<file path="src/hdl/pcrc_pkg.sv">
// Shared types, constants and the bytewise CRC-32 update for the PNG chunk CRC checker.
package pcrc_pkg;

    // Default number of length bits kept as the data byte count
    localparam int LENGTH_BITS_DEFAULT = 31;
    // Width of the chunk_length result field
    localparam int OUT_LEN_BITS = 31;

    // Reset value of the header_skip register (PNG signature length)
    localparam logic [7:0] HEADER_SKIP_RESET = 8'd8;

    // Reflected CRC-32 polynomial and preset
    localparam logic [31:0] CRC_POLY = 32'hEDB8_8320;
    localparam logic [31:0] CRC_INIT = 32'hFFFF_FFFF;

    // Byte index of the last byte in a four-byte field
    localparam logic [1:0] FIELD_LAST = 2'd3;

    // Register index for the config port
    localparam logic REG_HEADER_SKIP = 1'b0;

    // Result status codes
    typedef enum logic [1:0] {
        STATUS_MATCH    = 2'd0,
        STATUS_MISMATCH = 2'd1,
        STATUS_TRUNC    = 2'd2
    } status_t;

    // One result item
    typedef struct packed {
        status_t                   status;
        logic [OUT_LEN_BITS-1:0]   chunk_length;
        logic [31:0]               chunk_type;
        logic [31:0]               computed_crc;
        logic [31:0]               stored_crc;
    } result_t;

    // One CRC-32 step over a byte, LSB first
    function automatic logic [31:0] crc_byte(input logic [31:0] c, input logic [7:0] b);
        logic [31:0] v;
        v = c ^ {24'd0, b};
        for (int i = 0; i < 8; i++) begin
            v = v[0] ? ((v >> 1) ^ CRC_POLY) : (v >> 1);
        end
        return v;
    endfunction

endpackage

</file>
<file path="src/hdl/pcrc_parser.sv">
// Input register and chunk parser: tracks phase, length, type and CRC, emits one result per chunk.
module pcrc_parser import pcrc_pkg::*; #(
    parameter int LENGTH_BITS = LENGTH_BITS_DEFAULT
) (
    input  logic       aclk,
    input  logic       aresetn,
    input  logic [7:0] header_skip,
    // incoming item
    input  logic       in_valid,
    output logic       in_ready,
    input  logic [7:0] in_byte,
    input  logic       in_start,
    input  logic       in_end,
    // result toward the output buffer
    output logic       res_valid,
    input  logic       res_ready,
    output result_t    res_data
);

    typedef enum logic [2:0] {
        PH_SKIP = 3'd0,
        PH_LEN  = 3'd1,
        PH_TYPE = 3'd2,
        PH_DATA = 3'd3,
        PH_CRC  = 3'd4
    } phase_t;

    // input register
    logic       in_valid_reg;
    logic [7:0] byte_reg;
    logic       start_reg;
    logic       end_reg;

    // parser state
    phase_t                 phase_reg, phase_next;
    logic [7:0]             skip_count_reg, skip_count_next;
    logic [1:0]             fbi_reg, fbi_next;
    logic [LENGTH_BITS-1:0] remaining_reg, remaining_next;
    logic [LENGTH_BITS-1:0] length_reg, length_next;
    logic [31:0]            type_reg, type_next;
    logic [31:0]            crc_reg, crc_next;
    logic [31:0]            stored_reg, stored_next;

    logic    fire;
    logic    done;
    result_t res_next;

    assign fire     = in_valid_reg && res_ready;
    assign in_ready = !in_valid_reg || res_ready;

    // next state and result for the registered item
    always_comb begin
        logic        consumed;
        logic        between;
        logic [31:0] comp;
        logic [1:0]  fbi_inc;

        phase_next      = phase_reg;
        skip_count_next = skip_count_reg;
        fbi_next        = fbi_reg;
        remaining_next  = remaining_reg;
        length_next     = length_reg;
        type_next       = type_reg;
        crc_next        = crc_reg;
        stored_next     = stored_reg;
        consumed        = 1'b0;
        between         = 1'b0;
        done            = 1'b0;
        res_next        = '0;
        comp            = '0;

        // stream start restarts the parser before the byte is taken
        if (start_reg) begin
            phase_next      = PH_SKIP;
            skip_count_next = '0;
            fbi_next        = '0;
            remaining_next  = '0;
            length_next     = '0;
            type_next       = '0;
            crc_next        = CRC_INIT;
            stored_next     = '0;
        end

        // signature skip
        if (phase_next == PH_SKIP) begin
            if (skip_count_next < header_skip) begin
                skip_count_next = skip_count_next + 8'd1;
                consumed        = 1'b1;
            end else begin
                phase_next = PH_LEN;
                fbi_next   = '0;
            end
        end

        fbi_inc = fbi_next + 2'd1;

        if (!consumed) begin
            unique case (phase_next)
                PH_TYPE: begin
                    type_next = {type_next[23:0], byte_reg};
                    crc_next  = crc_byte(crc_next, byte_reg);
                    if (fbi_next == FIELD_LAST) begin
                        phase_next = (remaining_next == '0) ? PH_CRC : PH_DATA;
                    end
                    fbi_next = fbi_inc;
                end
                PH_DATA: begin
                    crc_next       = crc_byte(crc_next, byte_reg);
                    remaining_next = remaining_next - LENGTH_BITS'(1);
                    if (remaining_next == '0) begin
                        phase_next = PH_CRC;
                        fbi_next   = '0;
                    end
                end
                PH_CRC: begin
                    stored_next = {stored_next[23:0], byte_reg};
                    if (fbi_next == FIELD_LAST) begin
                        comp                  = ~crc_next;
                        res_next.status       = (comp == stored_next) ? STATUS_MATCH
                                                                      : STATUS_MISMATCH;
                        res_next.chunk_length = OUT_LEN_BITS'(length_next);
                        res_next.chunk_type   = type_next;
                        res_next.computed_crc = comp;
                        res_next.stored_crc   = stored_next;
                        done                  = 1'b1;
                        phase_next            = PH_LEN;
                    end
                    fbi_next = fbi_inc;
                end
                default: begin
                    // length field; first byte clears the chunk context
                    if (fbi_next == '0) begin
                        length_next = '0;
                        type_next   = '0;
                        stored_next = '0;
                        crc_next    = CRC_INIT;
                    end
                    length_next = LENGTH_BITS'({length_next, byte_reg});
                    phase_next  = PH_LEN;
                    if (fbi_next == FIELD_LAST) begin
                        remaining_next = length_next;
                        phase_next     = PH_TYPE;
                    end
                    fbi_next = fbi_inc;
                end
            endcase
        end

        // stream end: report a cut chunk, then restart
        if (end_reg) begin
            between = (phase_next == PH_SKIP) || (phase_next == PH_LEN && fbi_next == '0);
            if (!done && !between) begin
                res_next        = '0;
                res_next.status = STATUS_TRUNC;
                done            = 1'b1;
            end
            phase_next      = PH_SKIP;
            skip_count_next = '0;
            fbi_next        = '0;
            remaining_next  = '0;
            length_next     = '0;
            type_next       = '0;
            crc_next        = CRC_INIT;
            stored_next     = '0;
        end
    end

    assign res_valid = fire && done;
    assign res_data  = res_next;

    // input register and parser state
    always_ff @(posedge aclk) begin
        if (!aresetn) begin
            in_valid_reg   <= 1'b0;
            phase_reg      <= PH_SKIP;
            skip_count_reg <= '0;
            fbi_reg        <= '0;
            remaining_reg  <= '0;
            length_reg     <= '0;
            type_reg       <= '0;
            crc_reg        <= CRC_INIT;
            stored_reg     <= '0;
        end else begin
            if (in_ready) begin
                in_valid_reg <= in_valid;
            end
            if (fire) begin
                phase_reg      <= phase_next;
                skip_count_reg <= skip_count_next;
                fbi_reg        <= fbi_next;
                remaining_reg  <= remaining_next;
                length_reg     <= length_next;
                type_reg       <= type_next;
                crc_reg        <= crc_next;
                stored_reg     <= stored_next;
            end
        end
    end

    // payload of the input register
    always_ff @(posedge aclk) begin
        if (in_ready && in_valid) begin
            byte_reg  <= in_byte;
            start_reg <= in_start;
            end_reg   <= in_end;
        end
    end

endmodule

</file>
<file path="config.mk">
export PLATFORM = sky130hd
export DESIGN_NAME = pcrc_parser
export DESIGN_NICKNAME = d
export VERILOG_FILES = /design/src/hdl/pcrc_pkg.sv /design/src/hdl/pcrc_parser.sv
export SDC_FILE = /design/constraint.sdc
export NUM_CORES = 1
export LEC_CHECK = 0
export BUFFER_PORTS_ARGS = -buffer_cell sky130_fd_sc_hd__buf_4
export CORE_ASPECT_RATIO = 1.75
export CORE_MARGIN = 2
export CORE_UTILIZATION = 30
export CTS_CLUSTER_DIAMETER = 50
export DETAILED_ROUTE_END_ITERATION = 12
export PLACE_DENSITY = 0.57
export SETUP_SLACK_MARGIN = 0.15
export SLEW_MARGIN = 20
export SYNTH_ARGS = -nofsm -noshare
export SYNTH_HDL_FRONTEND = slang
export SYNTH_SLANG_ARGS = --single-unit
</file>
<file path="constraint.sdc">
create_clock -name aclk -period 5.1 [get_ports aclk]
set_input_delay 0.255 -clock aclk [delete_from_list [all_inputs] [get_ports aclk]]
set_output_delay 0.255 -clock aclk [all_outputs]
set_load 0.05 [all_outputs]
</file>
==> metrics.md, run 1 <==
| Metric | Value |
|---|---|
| HPWL Detailed | `36.1 mm` |
| Required time worst endpoint | `4.85 ns` |
| Worst-Skew Late Latency | `0.46 ns` |
| CP dominant cell by count | `buf_4` |
| Global-route wire length before repair | `76.8 mm` |
| TritonRoute pass-1 iters | `5` |
| Max-Slew Margin vs Limit | `27.7%` |
| Clk buf depth | `2` |
| Mux cell area share after synthesis | `1.87%` |
| Final Max Slew Viols | `0` |
| GR met1 Demand/Resource | `24.7%` |
| HP Class | `input port to flip-flop` |
| Sequential fraction of the synthesis area | `28.9%` |
| CTS buffer count | `17` |
| Synth Area per Inst | `7.47 sq um` |
| Status | `finished clean` |
| Clk_skew | `0.0165 ns` |
| Area growth from synthesis to layout | `19.7%` |
| Adder-cell share of the synthesized area | `1.41%` |
| Ant diodes | `0` |
| Tmin final | `4.64 ns` |
| VDD IR max | `0.232 mV` |
| Clock sink count | `174` |
| Top post-synthesis cells by area | `dfxtp_1 26%, nor2_1 5.9%, and2_1 5.5%` |
| Nets | `1777` |
| Synthesis-stage register bit count | `174` |
| Setup TNS | `0 ns` |
| Largest family of logic cells by synthesized area | `simple AND/OR/NAND/NOR gates` |
| Area leader, netlist | `dfxtp_1` |
| DIE AREA | `43100 sq um` |
| Slowest-stage cell, CP | `buf_4` |
| Post-CTS setup buffers | `0` |
| M2 GR Usage | `42.9%` |
| Initial antenna violation count | `0` |
| Root Driver | `clkbuf_16` |
| GR Util met3 | `2.78%` |
| Gpl congestion | `0.936` |
| Cell count after synthesis | `1662` |
| Crit-path max cell delay | `0.67 ns` |
| Iteration-0 DRC Markers | `823` |
| Via Count | `12900` |
| Final ANT Viol Nets | `0` |
| Compound-Gate Fraction of Synth Area | `27.1%` |
| Area of the core | `40800 sq um` |
| Drt wl/cell | `22.0 microns` |
| Ys Warns | `0` |
| Largest net degree at the start of global routing | `69` |
| P_sw | `0.000887 W` |
| Share of cells above drive strength 1 | `17.3%` |
| Fmax | `216 MHz` |
| Sw Share | `29.2%` |
| RSZ-0062 raised after global routing | `no` |
| IO Pins | `153` |
| Vias in the first global route | `12700` |
| Combinational fraction of design power | `10.0%` |
| Async set-reset flop share out of synthesis | `0%` |
| Critical path type | `flip-flop to primary output` |
| Final Hold Violating Endpoints | `0` |
| Final wirelength | `50.7 mm` |
| Arr. time, crit path | `4.38 ns` |
| Fill cells | `4309` |
| Synth Area in XOR/XNOR | `8.19%` |
| GRT Max-Usage Layer | `met2` |
| Pwr Total | `0.00304 W` |
| Design internal power | `0.00215 W` |
| Post-synth EDFFs | `10` |
| Crit-path cells | `buf_4 > buf_4 > buf_4 > o21ai_1 > or4_1 > o221ai_1 > nand4bb_1 > and3b_4 > a21boi_2 > o31ai_4 > a21oi_4 > buf_4` |
| Crit-path max FO | `65` |
| CTS tree | `built` |
| CP endpoint kind | `primary output` |
| Clk slew on worst S/H paths | `0.08 ns` |
| Clock share of power | `44.1%` |
| Tcrit/Tclk final | `90.9%` |
| Synth unique cells | `83` |
| Vias per cell | `5.59` |
| Fin util | `36.4%` |
| Height of the die | `273 microns` |
| Pwr/cell area | `204 nW/um^2` |
| Reg power frac | `45.9%` |
| Cell Rows | `98` |
| Grt total ovfl | `0` |
| Initial Util | `30.4%` |
| Synth cell count leaders | `194 x nor2_1, 164 x dfxtp_1, 135 x nand2_1, 135 x o21ai_0, 125 x clkbuf_1` |
| Syn_nets | `1698` |
| Count leader, synth | `nor2_1` |
| Die Wd | `158 microns` |
| Max_cap viols | `0` |
| Endpoints failing setup | `0` |
| Dominant synthesized flop cell | `dfxtp_1` |
| Worst-Margin Slew | `1.08 ns` |
| Port Buffer Count | `152` |
| All-Layer GR Usage | `23.3%` |
| Residual DRC | `0` |
| Synth top area share | `26.4%` |
| Mapped cell area | `12400 sq um` |
| Deepest level of the CTS H-tree | `4` |
| Area share of and/or/nand/nor cells after synthesis | `27.3%` |
| Leak | `5.51 nW` |
| Worst Setup Start Kind | `flip-flop` |
cells in the final DEF, fill, tap and decap left out, drive strengths merged, types with 17 or more instances in the layout:
cell type,instances
and2,111
o22a,27
buf,196
xor2,35
inv,29
nor4,20
clkbuf,17
nand3,29
nor2,194
a22o,40
dfxtp,164
xnor2,75
mux2i,21
nor2b,60
nand2,135
a21oi,84
nor3,68
a21boi,60
o21ai,145
power by group through the flow:
stage / Sequential, W / Clock [W] / Combinational (W)
3_3_place_gp: 0.00143 / 0 / 0.000291
6_report: 0.00139 / 0.00134 / 0.000303
4_1_cts: 0.00139 / 0.00137 / 0.000301
3_5_place_dp: 0.00143 / 0 / 0.000292
5_1_grt: 0.00139 / 0.00141 / 0.000326
2_1_floorplan: 0.00141 / 0 / 0.000215
through the flow:
| stage | setup slack [ns] | instances | hold WS, ns | cell area, sq um |
|---|---|---|---|---|
| after global routing | 0.151 | 2304 | 0.0824 | 14900 |
| after floorplan | 0.224 | 1662 | 0.354 | 12500 |
| after detailed placement | 0.520 | 2262 | 0.434 | 14100 |
| after CTS | 0.201 | 2304 | 0.0441 | 14800 |
| after global placement | 0.688 | 2262 | 0.436 | 14100 |
| final | 0.464 | 2304 | 0.0672 | 14900 |
kinds of logic after synthesis:
group | Yosys count
AO/OA/AOI/OAI | 497
buffers and inverters | 167
flip-flops | 174
AND/OR/NAND/NOR | 676
adder cells (fa/ha/maj) | 14
XOR/XNOR | 111
multiplexers | 23
worst paths after layout:
check        cells past startpoint  slack (ns)             to  startpoint
max                             12        0.46      res_valid   start_reg
max reg2reg                      9        0.96  length_reg[8]   start_reg
min                              3        0.07   in_valid_reg    in_valid
min reg2reg                      2        0.47     fbi_reg[0]  fbi_reg[0]
cell type report:
type                    count  area [sq um]  area share [%]
multi-input cells        1321          8350            56.2
flip-flops and latches    174          3580            24.1
repair buffers            206          1570            10.6
well taps                 550           688            4.63
clock buffers              17           425            2.86
clock inverters            15           168            1.13
inverters                  21          78.8           0.530
worst max-delay path, delay by kind of cell (launching register included):
kind / cells / cell delay (ns)
flip-flops: 1 / 0.35
AO/OA/AOI/OAI: 5 / 0.96
buffers and inverters: 4 / 1.45
AND/OR/NAND/NOR: 3 / 1.14
layer usage:
metal,vias to the layer above,share of wire (%)
met5,-,0
met1,6207,37
met4,0,7.0
met3,158,3.7
li1,6061,-
met2,456,53
timing repair:
item                       4_1_cts  5_1_grt
cloned                           0        0
setup endpoints to repair       37       39
resized for setup                1        6
pin swaps                        0        2
hold endpoints to repair        10        0
hold buffers                    10        0
Note: power is estimated with default switching activity, not from simulation.
==> inputs of run 2 (changes only) <==
PLACE_DENSITY = 0.48   (was 0.57)
==> run 2 against run 1 <==
Sequential share of layout area shrank 0.099 points. Sequential power is essentially flat. First-iteration DRC count is 4.4% lower. Wire length is 3.3% higher. Global-route usage grew 1.1 points. Register-to-register slack improved by 0.09 ns. Clock skew decreased by 0.00091 ns. Clock power rose by 3%. Die area is the same. Total power is 1.6% higher. Non-clock buffer count increased by 10. Worst hold slack got worse by 0.0098 ns. Largest cell class unchanged.
==> metrics.md, run 2 (same netlist as run 1, synthesis figures left out) <==
| Metric | Value |
|---|---|
| RR Endpoint | `type_reg[9]` |
| Post-place setup slack | `0.691 ns` |
| All-Layer GR Usage | `24.4%` |
| Die Wd | `158 microns` |
| Root Driver | `clkbuf_16` |
| Share of cells above drive strength 1 | `17.5%` |
| TritonRoute pass-1 iters | `5` |
| Final Max Slew Viols | `0` |
| Setup TNS | `0 ns` |
| Endpoints failing setup | `0` |
| Area of the multi-input gates | `8340 sq um` |
| WP buf/inv | `5` |
| Clk buf depth | `2` |
| Critical path type | `flip-flop to primary output` |
| Register area | `3580 sq um` |
| Max_cap viols | `0` |
| Most common library cell in the layout ignoring fill and taps | `buf_4` |
| Max-Slew Margin vs Limit | `29.7%` |
| HP Class | `input port to flip-flop` |
| Crit-path cells | `buf_6 > inv_1 > nand2_1 > ha_1 > buf_4 > and2_1 > nor2_1 > mux2i_1 > nor4_1 > nand4b_4 > nor3_2 > a21boi_2 > o31ai_4 > buf_4 > a21oi_4 > buf_4` |
| Nets | `1787` |
| Deepest level of the CTS H-tree | `4` |
| Hold_sp | `in_valid` |
| Hold Path Stages | `3` |
| R2R setup slack | `1.05 ns` |
| Area of the core | `40800 sq um` |
| Initial Util | `30.4%` |
| Global-route wire length before repair | `79.7 mm` |
| Iteration-0 DRC Markers | `787` |
| Slowest-stage cell, CP | `nor4_1` |
| Setup WS post-layout | `0.336 ns` |
| Clk slew on worst S/H paths | `0.08 ns` |
| Port Buffer Count | `152` |
| Ant diodes | `0` |
| Hold path endpoint | `in_valid_reg` |
| CP endpoint kind | `primary output` |
| Initial antenna violation count | `0` |
| Crit path max-delay family | `simple AND/OR/NAND/NOR gates` |
| Leak | `5.55 nW` |
| Reg2Reg Launch Point | `start_reg` |
| Reg2reg path depth | `18` |
| Via Count | `12800` |
| Final ANT Viol Nets | `0` |
| HPWL Detailed | `37.1 mm` |
| Cell Rows | `98` |
| Drt wl/cell | `22.6 microns` |
| Residual DRC | `0` |
| Vias per cell | `5.52` |
| Clock sink count | `174` |
| Gpl congestion | `0.930` |
| Fill cells | `4362` |
| DIE AREA | `43100 sq um` |
| Crit-path max cell delay | `0.89 ns` |
| Arr. time, crit path | `4.51 ns` |
| Area growth from synthesis to layout | `20.2%` |
| Worst-Margin Slew | `1.04 ns` |
| CP Launch Point | `start_reg` |
| Worst-Skew Late Latency | `0.47 ns` |
| Clk_skew | `0.0156 ns` |
| Final Hold Violating Endpoints | `0` |
| Tmin final | `4.76 ns` |
| CTS tree | `built` |
| RSZ-0062 raised after global routing | `yes` |
| Worst Setup Start Kind | `flip-flop` |
| Pwr/cell area | `207 nW/um^2` |
| Height of the die | `273 microns` |
| Crit-path max FO | `22` |
| CTS buffer count | `17` |
| CP dominant cell by count | `buf_4` |
| IO Pins | `153` |
| Fmax | `210 MHz` |
| VDD IR max | `0.197 mV` |
| Vias in the first global route | `12800` |
| Tcrit/Tclk final | `93.4%` |
| Required time worst endpoint | `4.85 ns` |
| Largest net degree at the start of global routing | `87` |
| Status | `finished clean` |
| Grt total ovfl | `0` |
| Final wirelength | `52.3 mm` |
| Most frequent cells in the layout | `205 x buf_4, 164 x dfxtp_1, 162 x nor2_1` |
run 2: changes by cell type in the layout (fill, tap and decap cells not counted), moves of 2 or more:
cell      before  now
nor2b_2        3    1
clkinv_8       5    1
buf_4        196  205
nor2b_1       57   59
inv_8          2    7
run 2: how the worst max path moves through the flow:
stage	end	slack, ns	cells after the start
3_5_place_dp	res_valid	0.69	20
6_report	res_valid	0.34	16
2_1_floorplan	res_data[32]	0.22	21
4_1_cts	res_valid	0.17	20
5_1_grt	res_valid	0.10	19
3_3_place_gp	res_valid	0.69	20
run 2: where the power goes:
group          total (W)  internal [W]  switching (W)
combinational   0.000313      0.000116       0.000197
sequential       0.00139       0.00138      0.0000143
clock            0.00138      0.000665       0.000716
run 2: routing by layer:
layer	global-route usage, %	wire length, microns	up-vias
li1	-	-	6073
met1	26.0	19300	6224
met2	45.4	28100	363
met3	2.43	1640	113
met4	14.7	3200	0
met5	0	0	-
run 2: final cells by class:
| cell class | instances | share of cell area (%) |
|---|---|---|
| repair buffers | 216 | 11.1 |
| clock inverters | 15 | 1.07 |
| flip-flops and latches | 174 | 24.0 |
| well taps | 550 | 4.61 |
| clock buffers | 17 | 2.85 |
| multi-input cells | 1321 | 55.9 |
| inverters | 21 | 0.528 |
run 2: per-stage QoR:
step / hold WS (ns) / cell area [sq um] / instances / power [W] / util, %
floorplan: 0.354 / 12500 / 1662 / 0.00163 / -
global placement: 0.435 / 14200 / 2270 / 0.00173 / 34.8
detailed placement: 0.435 / 14200 / 2270 / 0.00173 / 34.8
CTS: 0.0456 / 14900 / 2312 / 0.00312 / 36.5
global route: 0.0704 / 14900 / 2314 / 0.00318 / 36.6
finish: 0.0574 / 14900 / 2314 / 0.00308 / 36.6
run 2: tightest hold or removal path: stages:
cell and delay, ns:
buf_4 0.11, inv_1 0.04, a21boi_0 0.07
run 2: timing repair:
action                                  CTS  global route
endpoints found under the setup margin    0            66
hold endpoints to repair                 10             0
hold buffers                             10             0
gates resized for setup                   0             4
setup buffers                             0             2
==> inputs of run 3 (changes only) <==
ABC_AREA = 1   (was unset)
==> run 3 against run 2 <==
Sequential share of layout area fell by 1.6 points. First-iteration DRC count up 70%. Global-route usage is 1.8 points higher. Critical path type unchanged. Highest routed layer unchanged.
==> metrics.md, run 3 <==
| Metric | Value |
|---|---|
| Status | `finished clean` |
| Worst-Skew Late Latency | `0.46 ns` |
| Reg2Reg Launch Point | `start_reg` |
| Hold_sp | `in_valid` |
| Largest family of logic cells by synthesized area | `simple AND/OR/NAND/NOR gates` |
| Setup TNS | `0 ns` |
| CP endpoint kind | `primary output` |
| Final wirelength | `64.3 mm` |
| Iteration-0 DRC Markers | `1335` |
| CP Launch Point | `start_reg` |
| Pwr/cell area | `193 nW/um^2` |
| Synth top area share | `23.9%` |
| Sequential fraction of the synthesis area | `26.0%` |
| Drt wl/cell | `22.2 microns` |
| Vias per cell | `5.51` |
| VDD IR max | `0.164 mV` |
| Required time worst endpoint | `4.85 ns` |
| Compound-Gate Fraction of Synth Area | `23.4%` |
| Clock sink count | `174` |
| CTS tree | `built` |
| Post-place setup slack | `0.726 ns` |
| Max-Slew Margin vs Limit | `26.7%` |
| Via Count | `16000` |
| Critical path type | `flip-flop to primary output` |
| Cell count after synthesis | `2259` |
| Vias in the first global route | `15600` |
| Final Max Slew Viols | `0` |
| Worst Setup Start Kind | `flip-flop` |
| Pwr Total | `0.00309 W` |
| Initial antenna violation count | `0` |
| Area share of and/or/nand/nor cells after synthesis | `34.6%` |
| Fmax | `211 MHz` |
| Cell Rows | `103` |
| Synth cell count leaders | `663 x nand2_1, 237 x nor2_1, 181 x a21oi_1, 164 x dfxtp_1, 157 x inv_1` |
| CTS buffer count | `17` |
| Final Hold Violating Endpoints | `0` |
| Clk_skew | `0.0121 ns` |
| RSZ-0062 raised after global routing | `no` |
| Global-route wire length before repair | `96.2 mm` |
| Endpoints failing setup | `0` |
| Grt total ovfl | `0` |
| Synth Area per Inst | `6.09 sq um` |
| Final ANT Viol Nets | `0` |
| Area growth from synthesis to layout | `16.1%` |
| Arr. time, crit path | `4.49 ns` |
| Mapped cell area | `13800 sq um` |
| Area leader, netlist | `dfxtp_1` |
| Post-synth EDFFs | `10` |
| HPWL Detailed | `45.1 mm` |
| Max_cap viols | `0` |
| Residual DRC | `0` |
| Top post-synthesis cells by area | `dfxtp_1 24%, nand2_1 18%, a21oi_1 6.6%` |
| IO Pins | `153` |
| Clk buf depth | `2` |
| Synth Area in XOR/XNOR | `4.81%` |
| Clk slew on worst S/H paths | `0.08 ns` |
| Mux cell area share after synthesis | `0%` |
| Count leader, synth | `nand2_1` |
| Placed cells | `2857` |
| Port Buffer Count | `152` |
| Most common library cell in the layout ignoring fill and taps | `nand2_1` |
| Dominant synthesized flop cell | `dfxtp_1` |
| Initial Util | `30.4%` |
| Tmin final | `4.75 ns` |
| Setup WS post-layout | `0.353 ns` |
| Height of the die | `287 microns` |
| Leak | `6.38 nW` |
| Share of cells above drive strength 1 | `13.0%` |
| Root Driver | `clkbuf_16` |
| Adder-cell share of the synthesized area | `1.27%` |
| Nets | `2345` |
| Ys Warns | `0` |
| Gpl congestion | `0.938` |
| Tcrit/Tclk final | `93.1%` |
| Fill cells | `5003` |
| Die Wd | `166 microns` |
| Synthesis-stage register bit count | `174` |
| HP Class | `input port to flip-flop` |
| TritonRoute pass-1 iters | `5` |
| Worst-Margin Slew | `1.10 ns` |
| Deepest level of the CTS H-tree | `4` |
| Most frequent cells in the layout | `660 x nand2_1, 235 x nor2_1, 181 x a21oi_1, 181 x buf_4, 164 x dfxtp_1` |
| Post-CTS setup buffers | `0` |
| Largest net degree at the start of global routing | `93` |
| All-Layer GR Usage | `26.2%` |
| Crit-path max FO | `28` |
| Synth unique cells | `50` |
| Ant diodes | `0` |
| Finished Layout Cells | `2898` |
| Syn_nets | `2295` |
| Area of the core | `45200 sq um` |
| Async set-reset flop share out of synthesis | `0%` |
| DIE AREA | `47700 sq um` |
## run 3: cell count changes in the layout (fill, tap and decap cells not counted), moves of 55 or more
cell       previous run  this run
inv_1                21       156
o211ai_1              5        79
a21boi_0             55         0
xnor2_1              71        11
nand2_1             134       660
o2111ai_1             3        69
nor2b_1              59         0
and2_1              109         0
a21oi_1              81       181
nand3_1              28       152
nor2_1              162       235
## run 3: timing repair
| action | 4_1_cts | 5_1_grt |
|---|---|---|
| hold buffers | 10 | 0 |
| resized for setup | 0 | 4 |
| setup endpoints to repair | 0 | 2 |
| hold endpoints to repair | 10 | 0 |
## run 3: layout make-up
class,instances,area [sq um],area share (%)
Multi-Input combinational cell,1743,8860,55.4
Sequential cell,174,3580,22.4
Timing Repair Buffer,197,1550,9.72
Tap cell,577,722,4.52
Inverter,176,671,4.20
Clock buffer,18,433,2.71
Clock inverter,13,159,0.994
## run 3: routing by layer
metal	share of wire [%]	GRT usage (%)	up-vias
li1	-	-	7687
met1	37	28.0	7528
met2	53	49.4	594
met3	3.9	2.46	156
met4	6.4	16.2	0
met5	0	0	-
## run 3: logic make-up after synthesis
| family | Yosys count |
|---|---|
| AO/OA/AOI/OAI | 531 |
| XOR/XNOR | 58 |
| adder cells (fa/ha/maj) | 14 |
| buffers and inverters | 342 |
| flip-flops | 174 |
| AND/OR/NAND/NOR | 1140 |
## run 3: report_power, final
| group | leakage, nW | total [W] | internal (W) | switching [W] |
|---|---|---|---|---|
| Combinational | 4.68 | 0.000283 | 0.0000756 | 0.000207 |
| Clock | 0.281 | 0.00141 | 0.000738 | 0.000672 |
| Sequential | 1.42 | 0.00140 | 0.00138 | 0.0000215 |
## run 3: through the flow
stage | hold WS (ns) | utilization [%] | instance area, sq um
finish | 0.0731 | 35.3 | 16000
global route | 0.0810 | 35.3 | 16000
CTS | 0.0633 | 35.3 | 16000
detailed placement | 0.435 | 33.8 | 15300
global placement | 0.435 | 33.8 | 15300
floorplan | 0.331 | - | 13800
## run 3: worst paths after layout
check / endpoint / slack, ns / depth (start not counted)
setup / recovery: res_data[128] / 0.35 / 23
hold / removal: in_valid_reg / 0.07 / 3
setup reg to reg: stored_reg[1] / 1.39 / 13
hold reg to reg: type_reg[3] / 0.47 / 2
## run 3: worst max-delay path, cell delays in order, from the launching register on
cell	delay, ns
edfxtp_1	0.48
inv_4	0.34
buf_6	0.32
nand2_1	0.23
ha_1	0.34
nand3_2	0.19
inv_2	0.07
nand2_1	0.13
nand2_1	0.06
nand2_1	0.08
nand2_1	0.15
nor2_1	0.14
nand3_1	0.14
nor2_1	0.14
nand2_1	0.12
nand2_2	0.11
nand2_1	0.07
nand2_1	0.09
nand2_1	0.06
nor2_1	0.17
nand2_1	0.09
nand3_2	0.12
nor2_1	0.12
buf_4	0.22
